===== src/design/gci_pkg.sv =====
`default_nettype none

package gci_pkg;

    localparam int FW_W       = 13;   // frame width / column width
    localparam int CH_W       = 16;   // Q0.16 channel
    localparam int BYTE_W     = 8;
    localparam int NCH        = 3;    // red, green, blue lanes
    localparam int OP_W       = 2;
    localparam int ST_W       = 2;
    localparam int BDIV_STEPS = 8;    // one quotient bit per step, result below 256
    localparam int PROD_W     = CH_W + FW_W;
    localparam int SUM_W      = 31;   // holds 2*S + 257*den
    localparam int BYTE_SCALE = 257;  // 65535 / 255

    localparam logic [FW_W-1:0] FW_RESET = 13'd1080;

    localparam logic [OP_W-1:0] OP_APPEND = 2'd0;
    localparam logic [OP_W-1:0] OP_QUERY  = 2'd1;
    localparam logic [OP_W-1:0] OP_CLEAR  = 2'd2;

    localparam logic [ST_W-1:0] ST_OK    = 2'd0;
    localparam logic [ST_W-1:0] ST_EMPTY = 2'd1;
    localparam logic [ST_W-1:0] ST_FULL  = 2'd2;

    typedef struct packed {
        logic            accept;     // item taken this cycle, latch status
        logic [ST_W-1:0] status;
        logic            append;
        logic            clear;
        logic            q_start;
        logic            idiv_step;
        logic            rd0;
        logic            rd1;
        logic            mul;
        logic            sum;
        logic            bdiv_step;
        logic            emit;
    } t_cmd;

    typedef struct packed {
        logic full;
        logic empty;
        logic out_free;
    } t_sts;

endpackage

`default_nettype wire


===== src/design/gci_ctrl.sv =====
`default_nettype none

module gci_ctrl #(
    parameter int AW = 12
) (
    input  wire                      i_clk,
    input  wire                      i_rst_n,
    input  wire                      i_in_valid,
    input  wire [gci_pkg::OP_W-1:0]  i_op,
    input  gci_pkg::t_sts            i_sts,
    output logic                     o_in_ready,
    output gci_pkg::t_cmd            o_cmd
);

    localparam int STEPS_MAX = (AW > gci_pkg::BDIV_STEPS) ? AW : gci_pkg::BDIV_STEPS;
    localparam int CW        = $clog2(STEPS_MAX);

    typedef enum logic [2:0] {
        S_IDLE, S_IDIV, S_RD0, S_RD1, S_MUL, S_SUM, S_BDIV, S_EMIT
    } t_state;

    t_state          r_state, n_state;
    logic [CW-1:0]   r_cnt, n_cnt;
    logic            w_acc;

    assign o_in_ready = (r_state == S_IDLE);
    assign w_acc      = i_in_valid && (r_state == S_IDLE);

    always_comb begin
        o_cmd   = '0;
        o_cmd.status = gci_pkg::ST_OK;
        n_state = r_state;
        n_cnt   = r_cnt;
        unique case (r_state)
            S_IDLE: begin
                if (w_acc) begin
                    o_cmd.accept = 1'b1;
                    n_state      = S_EMIT;
                    unique case (i_op)
                        gci_pkg::OP_APPEND: begin
                            if (i_sts.full) begin
                                o_cmd.status = gci_pkg::ST_FULL;
                            end else begin
                                o_cmd.append = 1'b1;
                            end
                        end
                        gci_pkg::OP_QUERY: begin
                            if (i_sts.empty) begin
                                o_cmd.status = gci_pkg::ST_EMPTY;
                            end else begin
                                o_cmd.q_start = 1'b1;
                                n_cnt         = CW'(AW - 1);
                                n_state       = S_IDIV;
                            end
                        end
                        gci_pkg::OP_CLEAR: begin
                            o_cmd.clear = 1'b1;
                        end
                        default: begin
                        end
                    endcase
                end
            end
            S_IDIV: begin
                o_cmd.idiv_step = 1'b1;
                if (r_cnt == '0) begin
                    n_state = S_RD0;
                end else begin
                    n_cnt = r_cnt - CW'(1);
                end
            end
            S_RD0: begin
                o_cmd.rd0 = 1'b1;
                n_state   = S_RD1;
            end
            S_RD1: begin
                o_cmd.rd1 = 1'b1;
                n_state   = S_MUL;
            end
            S_MUL: begin
                o_cmd.mul = 1'b1;
                n_state   = S_SUM;
            end
            S_SUM: begin
                o_cmd.sum = 1'b1;
                n_cnt     = CW'(gci_pkg::BDIV_STEPS - 1);
                n_state   = S_BDIV;
            end
            S_BDIV: begin
                o_cmd.bdiv_step = 1'b1;
                if (r_cnt == '0) begin
                    n_state = S_EMIT;
                end else begin
                    n_cnt = r_cnt - CW'(1);
                end
            end
            S_EMIT: begin
                // hold the finished item until the output slot frees up
                if (i_sts.out_free) begin
                    o_cmd.emit = 1'b1;
                    n_state    = S_IDLE;
                end
            end
            default: begin
                n_state = S_IDLE;
            end
        endcase
    end

    always_ff @(posedge i_clk) begin
        if (!i_rst_n) begin
            r_state <= S_IDLE;
            r_cnt   <= '0;
        end else begin
            r_state <= n_state;
            r_cnt   <= n_cnt;
        end
    end

endmodule

`default_nettype wire


===== config.mk =====
export PLATFORM = sky130hd
export DESIGN_NAME = gci_ctrl
export DESIGN_NICKNAME = d
export VERILOG_FILES = /design/src/design/gci_pkg.sv /design/src/design/gci_ctrl.sv
export SDC_FILE = /design/constraint.sdc
export NUM_CORES = 1
export LEC_CHECK = 0
export ABC_AREA = 1
export BUFFER_PORTS_ARGS = -buffer_cell sky130_fd_sc_hd__buf_2
export CORE_MARGIN = 5
export CORE_UTILIZATION = 44
export DETAILED_ROUTE_END_ITERATION = 16
export GPL_ROUTABILITY_DRIVEN = 0
export PLACE_DENSITY_LB_ADDON = 0.25
export SYNTH_ARGS = -nofsm -noshare
export SYNTH_HDL_FRONTEND = slang
export SYNTH_SLANG_ARGS = --single-unit

===== constraint.sdc =====
create_clock -name i_clk -period 1.5 [get_ports i_clk]
set_clock_uncertainty 0.1 [all_clocks]
set_input_delay 0.225 -clock i_clk [delete_from_list [all_inputs] [get_ports i_clk]]
set_output_delay 0.225 -clock i_clk [all_outputs]
set_load 0.1 [all_outputs]

==> results.md, run 1 <==
* Run status: did not finish
* Fail Step: global routing (5_1_grt)
* First error: [ERROR DPL-0038] Utilization greater than 100%, impossible to legalize
* # H-tree levels at 1
* Mux cell area share after synthesis at 0
* HPWL after DPL at approximately 1.9 mm
* Area leader, netlist: dfxtp_1
* Root Buffer: clkbuf_4
* Port Buf Inserts at 21
* Synth area leaders: dfxtp_1, nand2_1, ha_1
* Register area share after synthesis at 0.195
* Compound-Gate Fraction of Synth Area at 0.0506
* Synth Flop Type: dfxtp_1
* Worst EP post-GRT repair: o_cmd[8]
* Post-Place Cells at 166
* Io pins at 22
* Placed inst area at 1250 sq um
* Post-synthesis xor/xnor area fraction at 0.0122
* Synth Register Bits at 7
* Count leader, synth: nand2_1
* Synth cell count leaders: nand2_1, inv_1, nor2_1
* Post-Synth Adder-Cell Area at 0.140
* Mapped cell area at slightly above 700 sq um
* Post-synthesis async set-or-reset flop share at 0
* FP Rows at 14
* Die height at between 50 and 60 microns
* Yosys warns at 0
* Syn Nets at about 130
* Post-synth EDFFs at 0
* Clk buf depth at 2
* Hold-fix buffers, CTS at 0
* Synthesized area per cell at 6.18 sq um
* Synth top area share at 0.195
* Largest net degree at the start of global routing at 9
* Die W at between 50 and 60 microns
* Synth Area in Simple Gates at 0.461
* Largest family of logic cells by synthesized area: simple AND/OR/NAND/NOR gates
* Unique masters post-synth at 20
* Cell count after synthesis at 116
* WEP type: output port
* Clock Sinks at 7
* Cts bufs inserted at 3
* Starting Density at 0.470
## stage by stage
step                      hold WS [ps]  worst slack, ps
after CTS                          159             -309
after global placement             400            -34.5
after detailed placement           425            -97.8
after floorplan                    243             -795
## cell families after synthesis
family                   count (synthesis)
AND/OR/NAND/NOR                         71
XOR/XNOR                                 1
adder cells (fa/ha/maj)                  8
flip-flops                               7
AO/OA/AOI/OAI                            6
buffers and inverters                   23
## timing repair
item | 4_1_cts
gates cloned | 0
setup buffers | 6
pin swaps | 7
endpoints found under the hold margin | 0
gates resized for setup | 22
endpoints found under the setup margin | 21
==> inputs of run 2 (changes only) <==
--- a/config.mk
+++ b/config.mk
@@ -7,11 +7,11 @@
 export LEC_CHECK = 0
 export ABC_AREA = 1
 export BUFFER_PORTS_ARGS = -buffer_cell sky130_fd_sc_hd__buf_2
-export CORE_MARGIN = 5
-export CORE_UTILIZATION = 44
+export CORE_AREA = 5 5 66 68
 export DETAILED_ROUTE_END_ITERATION = 16
+export DIE_AREA = 0 0 71 73
 export GPL_ROUTABILITY_DRIVEN = 0
-export PLACE_DENSITY_LB_ADDON = 0.25
+export PLACE_DENSITY_LB_ADDON = 0.15
 export SYNTH_ARGS = -nofsm -noshare
 export SYNTH_HDL_FRONTEND = slang
 export SYNTH_SLANG_ARGS = --single-unit
==> constraint.sdc (replaced) <==
create_clock -name i_clk -period 2 [get_ports i_clk]
set_clock_uncertainty 0.1 [all_clocks]
set_input_delay 0.3 -clock i_clk [delete_from_list [all_inputs] [get_ports i_clk]]
set_output_delay 0.3 -clock i_clk [all_outputs]
set_load 0.1 [all_outputs]
==> run 2 against run 1 <==
  * The flow now finishes without violations
  * Synthesized cell count did not move
  * Synthesized area did not move
==> results.md, run 2 <==
* Reg-to-reg startpoint: r_state[0]$_SDFFE_PN0P_
* Final setup fails at 0
* Critical path class: register to output port
* Most frequent cells in the layout: nand2_1, inv_1, nor2_1
* Synth area leaders: dfxtp_1, nand2_1, ha_1 (unchanged)
* Largest family of logic cells by synthesized area: simple AND/OR/NAND/NOR gates (unchanged)
* Post-Place Cells at 186 (was 166)
* Area grow syn2layout at 71.4%
* Hold Crit Class: primary input to register
* CP Capture Type: output port
* Register area share after synthesis at 0.195 (unchanged)
* Reg power frac at 0.134
* Setup slack, reg-to-reg at ~340 ps
* R2r endpoint: r_state[0]$_SDFFE_PN0P_
* # H-tree levels at 1 (unchanged)
* Post-synth EDFFs at 0 (unchanged)
* Global-route wire length before repair at approximately 3.5 mm
* Clock Sinks at 7 (unchanged)
* Clk Latency, worst-skew pair at ~230 ps
* FP Rows at 23 (was 14)
* Post-route minimum period at 1990 ps
* HPWL after DPL at 1.72 mm (was 1.89 mm)
* Syn Nets at 132 (unchanged)
* Mapped cell area at 717 sq um (unchanged)
* Max Slew Vio Count at 0
* FILL cells at 431
* Synth Register Bits at 7 (unchanged)
* Crit path max fanout at 4
* Starting Density at 0.189 (was 0.470)
* Hold_sp: i_rst_n
* 1st-pass router iterations at 4
* Cell count after synthesis at 116 (unchanged)
* Root Buffer: clkbuf_8 (was clkbuf_4)
* Drt via density at 4.05
* Lkg Pwr at about 0.00063 uW
* Port Buf Inserts at 21 (unchanged)
* CP Launch Type: register
* Initial DRC count at 18
* Slew @ Worst Pin at about 490 ps
* Ant diodes at 0
* Unique masters post-synth at 20 (unchanged)
* F_max at 502 MHz
* Synth Area in Simple Gates at 0.461 (unchanged)
* CP max stage cell: dfxtp_4
* Max_cap viols at 0
* Global route total overflow at 0
* P_int at approximately 880 uW
* CTS tree: built
* Biggest regs: r_cnt (4), r_state (3)
* Setup ws final at just over 8 ps
* Slowest stage delay, CP at approximately 350 ps
* Vias in the first global route at about 800
* DR WL/cell at ~10 microns
* Synth top area share at 0.195 (unchanged)
* Largest net degree at the start of global routing at 9
* Hold depth at 3
* Layout cells sized above 1 at 0.381
* Top reg by flops: r_cnt
* Critical Path, Cell by Cell: inv_4 > ha_4 > nand2_8 > nor2_8 > clkinvlp_4 > nor3_4 > buf_12
* Post-synthesis async set-or-reset flop share at 0 (unchanged)
* Cts bufs inserted at 3 (unchanged)
* Hold Path End: r_cnt[2]$_SDFFE_PN0P_
* Placeable Area at 3800 sq um
* Worst IR drop on VDD at slightly below 0.8 mV
* Hold-fix buffers, CTS at 0 (unchanged)
* Synthesized area per cell at 6.18 sq um (unchanged)
* Placed inst area at 1110 sq um (was 1250 sq um)
* Unrepaired setup endpoints after global routing: true
* Count leader, synth: nand2_1 (unchanged)
* Clk buf depth at 2 (unchanged)
* DR vias at about 800
* Post-synthesis xor/xnor area fraction at 0.0122 (unchanged)
* Fin util at 0.323
* WL final at around 2.1 mm
* Compound-Gate Fraction of Synth Area at 0.0506 (unchanged)
* Worst-path clk slew at about 50 ps
* Synth cell count leaders: nand2_1, inv_1, nor2_1 (unchanged)
* Fin area at 1230 sq um
* Final Hold Viols at 0
* Run status: finished, final reports clean (was did not finish)
* Yosys warns at 0 (unchanged)
* Die height at 73 microns (was 50.4 microns)
* Critical path required time at ~1600 ps
* Data arrival, critical path at 1590 ps
* DP Worst Slack at 249 ps (was -97.8 ps)
* Synth Flop Type: dfxtp_1 (unchanged)
* Largest register FFs at 4
* GRT Total Usage at 0.0841
* Area leader, netlist: dfxtp_1 (unchanged)
* Mux cell area share after synthesis at 0 (unchanged)
* Die W at 71 microns (was 50.4 microns)
* Io pins at 22 (unchanged)
* Worst r2r path cells at 9
* Initial antenna violation count at 0
* Net Sw Frac at 0.585
* PD cells at between 1500 and 2000 nW/um^2
* Final nets at 164
* Final antenna-violating net count at 0
* Clock power share at 0.097
* Fin Hold WS at approximately 270 ps
* Switch Pwr at 1240 uW
* Part of the cycle the worst path needs at 0.996
* Post-Synth Adder-Cell Area at 0.140 (unchanged)
* Post-Layout Cell Count at 197
* Worst slew margin at 0.675
* Logic pwr share at 0.769
* # DRC at 0
* Most common cell after layout, fill and taps aside: nand2_1
* Die area at roughly 5200 sq um
[run 2: cell counts after synthesis]
No cell type changed its count.
[run 2: worst max-delay path by stage]
stage / from / endpoint / slack, ps / cells past startpoint
2_1_floorplan: r_state[1]$_SDFFE_PN0P_ / o_cmd[10] / -370 / 6
3_3_place_gp: r_state[2]$_SDFFE_PN0P_ / o_cmd[10] / 230 / 6
3_5_place_dp: r_state[2]$_SDFFE_PN0P_ / o_cmd[10] / 250 / 6
4_1_cts: r_state[2]$_SDFFE_PN0P_ / o_cmd[10] / 5 / 6
5_1_grt: r_state[0]$_SDFFE_PN0P_ / o_cmd[9] / -40 / 7
6_report: r_state[0]$_SDFFE_PN0P_ / o_cmd[9] / 8 / 7
[run 2: power by group through the flow]
stage / Combinational, uW / Sequential, uW / Clock, uW
3_3_place_gp: 1500 / 279 / 0
3_5_place_dp: 1500 / 279 / 0
4_1_cts: 1510 / 276 / 210
6_report: 1630 / 285 / 205
2_1_floorplan: 1210 / 233 / 0
5_1_grt: 1770 / 293 / 218
[run 2: routing by layer]
layer / share of wire / global-route usage / vias up / wire length, microns
li1: - / - / 420 / -
met1: 0.41 / 0.0868 / 358 / 839
met2: 0.55 / 0.163 / 16 / 1130
met3: 0.034 / 0.0262 / 4 / 69
met4: 0.0083 / 0.0230 / 0 / 17
met5: 0 / 0 / - / 0
[run 2: cell families after synthesis]
logic type,after synthesis
buffers and inverters,23
flip-flops,7
XOR/XNOR,1
AND/OR/NAND/NOR,71
adder cells (fa/ha/maj),8
AO/OA/AOI/OAI,6
[run 2: final cells by class]
| type | instances | area [sq um] | area share |
|---|---|---|---|
| clock buffers | 4 | 45.0 | 0.0367 |
| inverters | 22 | 103 | 0.0835 |
| multi-input cells | 86 | 562 | 0.457 |
| flip-flops and latches | 7 | 149 | 0.121 |
| well taps | 50 | 62.6 | 0.0509 |
| repair buffers | 28 | 308 | 0.251 |
[run 2: worst max-delay path: cells and delay by family (launching register included)]
family / cells / cell delay [ps]
adders and majority gates: 1 / 170
buffers and inverters: 3 / 420
DFF: 1 / 350
and+or+nand+nor: 3 / 410
[run 2: what timing repair did]
action / 4_1_cts / 5_1_grt
setup buffers: 0 / 7
endpoints found under the setup margin: 0 / 3
resized for setup: 0 / 8
endpoints found under the hold margin: 0 / 0
[run 2: through the flow]
step,setup TNS (ps),total power [uW]
global route,-43.9,2290
finish,0,2120
floorplan,-1120,1440
detailed placement,0,1780
global placement,0,1780
CTS,0,2000
Note: power is estimated with default switching activity, not from simulation.
==> inputs of run 3 (changes only) <==
--- a/config.mk
+++ b/config.mk
@@ -12,6 +12,7 @@
 export DIE_AREA = 0 0 71 73
 export GPL_ROUTABILITY_DRIVEN = 0
 export PLACE_DENSITY_LB_ADDON = 0.15
+export REMOVE_ABC_BUFFERS = 1
 export SYNTH_ARGS = -nofsm -noshare
 export SYNTH_HDL_FRONTEND = slang
 export SYNTH_SLANG_ARGS = --single-unit
==> run 3 against run 2 <==
  * Sequential share of layout area rose by 0.17 points
  * Via count fell by 2.5%
  * Setup slack improved by 96 ps
  * Register-to-register slack barely moved
  * Sequential power fell by 8.1%
  * Routed wire length rose by 0.19%
  * Core utilization fell by 1.8 points
  * Power fell by 5.8%
  * Count of clock-buffer cells in the layout fell by 1
  * Clock power barely moved
  * Critical path type unchanged
==> results.md, run 3 (same netlist as run 2, synthesis figures left out) <==
* Cts bufs inserted at 3 (unchanged)
* WL final at 2.06 mm (about the same)
* Die W at 71 microns (unchanged)
* Critical Path, Cell by Cell: inv_2 > ha_4 > nand2_4 > nor2_8 > inv_2 > nor3_4 > buf_12 (was inv_4 > ha_4 > nand2_8 > nor2_8 > clkinvlp_4 > nor3_4 > buf_12)
* Ant diodes at 0 (unchanged)
* CP Capture Type: output port (unchanged)
* Worst IR drop on VDD at 0.881 mV (was 0.789 mV)
* Lkg Pwr at 0.000616 uW (was 0.000627 uW)
* Max Slew Vio Count at 0 (unchanged)
* Largest register FFs at 4 (unchanged)
* Clk Latency, worst-skew pair at 230 ps (about the same)
* Hold Crit Class: primary input to register (unchanged)
* Port Buf Inserts at 21 (unchanged)
* Post-Layout Cell Count at 193 (was 197)
* GRT Total Usage at 0.0838 (was 0.0841)
* Die area at 5180 sq um (unchanged)
* Final Hold Viols at 0 (unchanged)
* Area grow syn2layout at 62.0% (was 71.4%)
* CP most frequent cell: inv_2
* Slew @ Worst Pin at 495 ps (was 491 ps)
* Final setup fails at 0 (unchanged)
* Critical path class: register to output port (unchanged)
* Post-route minimum period at 1900 ps (was 1990 ps)
* Most common cell after layout, fill and taps aside: nand2_1 (unchanged)
* Vias in the first global route at 772 (was 818)
* Max_cap viols at 0 (unchanged)
* Slowest stage delay, CP at 340 ps (was 350 ps)
* # DRC at 0 (unchanged)
* Drt via density at 4.03 (was 4.05)
* Clk buf depth at 2 (unchanged)
* Data arrival, critical path at 1500 ps (was 1590 ps)
* Worst slew margin at 0.672 (was 0.675)
* Placeable Area at 3800 sq um (unchanged)
* Layout cells sized above 1 at 0.329 (was 0.381)
* Biggest regs: r_cnt (4), r_state (3) (unchanged)
* Final antenna-violating net count at 0 (unchanged)
* Global route total overflow at 0 (unchanged)
* Crit path buf inv count at 3 (unchanged)
* 1st-pass router iterations at 2 (was 4)
* F_max at 527 MHz (was 502 MHz)
* Hold-fix buffers, CTS at 0 (unchanged)
* HPWL after DPL at 1.65 mm (was 1.72 mm)
* CP max stage cell: dfxtp_2 (was dfxtp_4)
* # H-tree levels at 1 (unchanged)
* FP Rows at 23 (unchanged)
* Crit path max fanout at 5 (was 4)
* Critical path's top delay family: buffers and inverters (unchanged)
* CTS tree: built (unchanged)
* Part of the cycle the worst path needs at 0.948 (was 0.996)
* Io pins at 22 (unchanged)
* Top reg by flops: r_cnt (unchanged)
* Run status: finished, final reports clean (unchanged)
* Initial DRC count at 18 (unchanged)
* Starting Density at 0.189 (unchanged)
* DR WL/cell at 10.7 microns (was 10.5 microns)
* Final nets at 160 (was 164)
* Largest net degree at the start of global routing at 9 (unchanged)
* Root Buffer: clkbuf_8 (unchanged)
* DR vias at 778 (was 798)
* Global-route wire length before repair at 3.44 mm (was 3.49 mm)
* Setup_tns at 0 ps (unchanged)
* Die height at 73 microns (unchanged)
* FILL cells at 432 (was 431)
* Clock Sinks at 7 (unchanged)
* CP Launch Type: register (unchanged)
* Initial antenna violation count at 0 (unchanged)
* Post-Place Cells at 187 (was 186)
* Multi-input logic area at 527 sq um (was 562 sq um)
* Register area at 143 sq um (was 149 sq um)
* Critical path required time at 1600 ps (about the same)
* Worst-path clk slew at 50 ps (about the same)
* PD cells at 1720 nW/um^2 (was 1730 nW/um^2)
* Most frequent cells in the layout: nand2_1, nor2_1, inv_1 (was nand2_1, inv_1, nor2_1)
[run 3: cell types whose count changed in the layout (fill, tap and decap cells not counted), sizes merged]
cell,change
clkinv,+1
clkbuf,-1
inv,+2
clkinvlp,-2
buf,-4
[run 3: worst paths after layout]
kind                                 from                      end  slack [ps]  cells after the start
hold reg to reg     r_cnt[0]$_SDFFE_PN0P_    r_cnt[0]$_SDFFE_PN0P_         440                      3
setup reg to reg  r_state[1]$_SDFFE_PN0P_  r_state[1]$_SDFFE_PN0P_         340                      9
setup / recovery  r_state[0]$_SDFFE_PN0P_                o_cmd[10]         100                      7
hold / removal                    i_rst_n    r_cnt[1]$_SDFFE_PN0P_         270                      3
[run 3: stage by stage]
stage	hold slack, ps	setup WS (ps)	utilization	total power (uW)	instance area, sq um
after global routing	271	-0.199	0.306	2160	1160
after global placement	428	159	0.275	1730	1050
after CTS	258	7.16	0.296	1980	1120
after floorplan	320	-1620	-	1350	706
after detailed placement	439	98.9	0.275	1730	1050
final	270	104	0.306	2000	1160
[run 3: report_power, final]
group / total, uW / internal (uW) / leakage (uW) / switching, uW
combinational: 1530 / 479 / 0.000532 / 1050
clock: 206 / 136 / 0.0000255 / 70.8
sequential: 262 / 199 / 0.0000584 / 63.0
total: 2000 / 814 / 0.000616 / 1190
[run 3: layer usage]
layer,up-vias,track usage,wire length (microns)
met5,-,0,0
li1,410,-,-
met4,0,0.0251,33
met1,350,0.0892,875
met2,14,0.153,1080
met3,4,0.0317,77
[run 3: timing repair]
item                                    CTS  global route
pin swaps                                 1             1
setup buffers                             0             2
gates resized for setup                  10             4
endpoints found under the setup margin    5             6
[run 3: area by class of cell]
type	count	share of cell area
multi-input combinational	86	0.454
tap	50	0.0539
sequential	7	0.123
clock inverter	1	0.00431
clock buffer	3	0.0356
inverter	22	0.0776
timing repair buffer	24	0.252
[run 3: worst reg2reg max path: stages, from the launching register on]
cell and delay (ps):
dfxtp_2 330, inv_2 90, ha_1 240, inv_1 100, nor2_1 260, o21ai_2 90
nand2_1 160, nand2_1 70, nand2_1 70, nor2_1 40
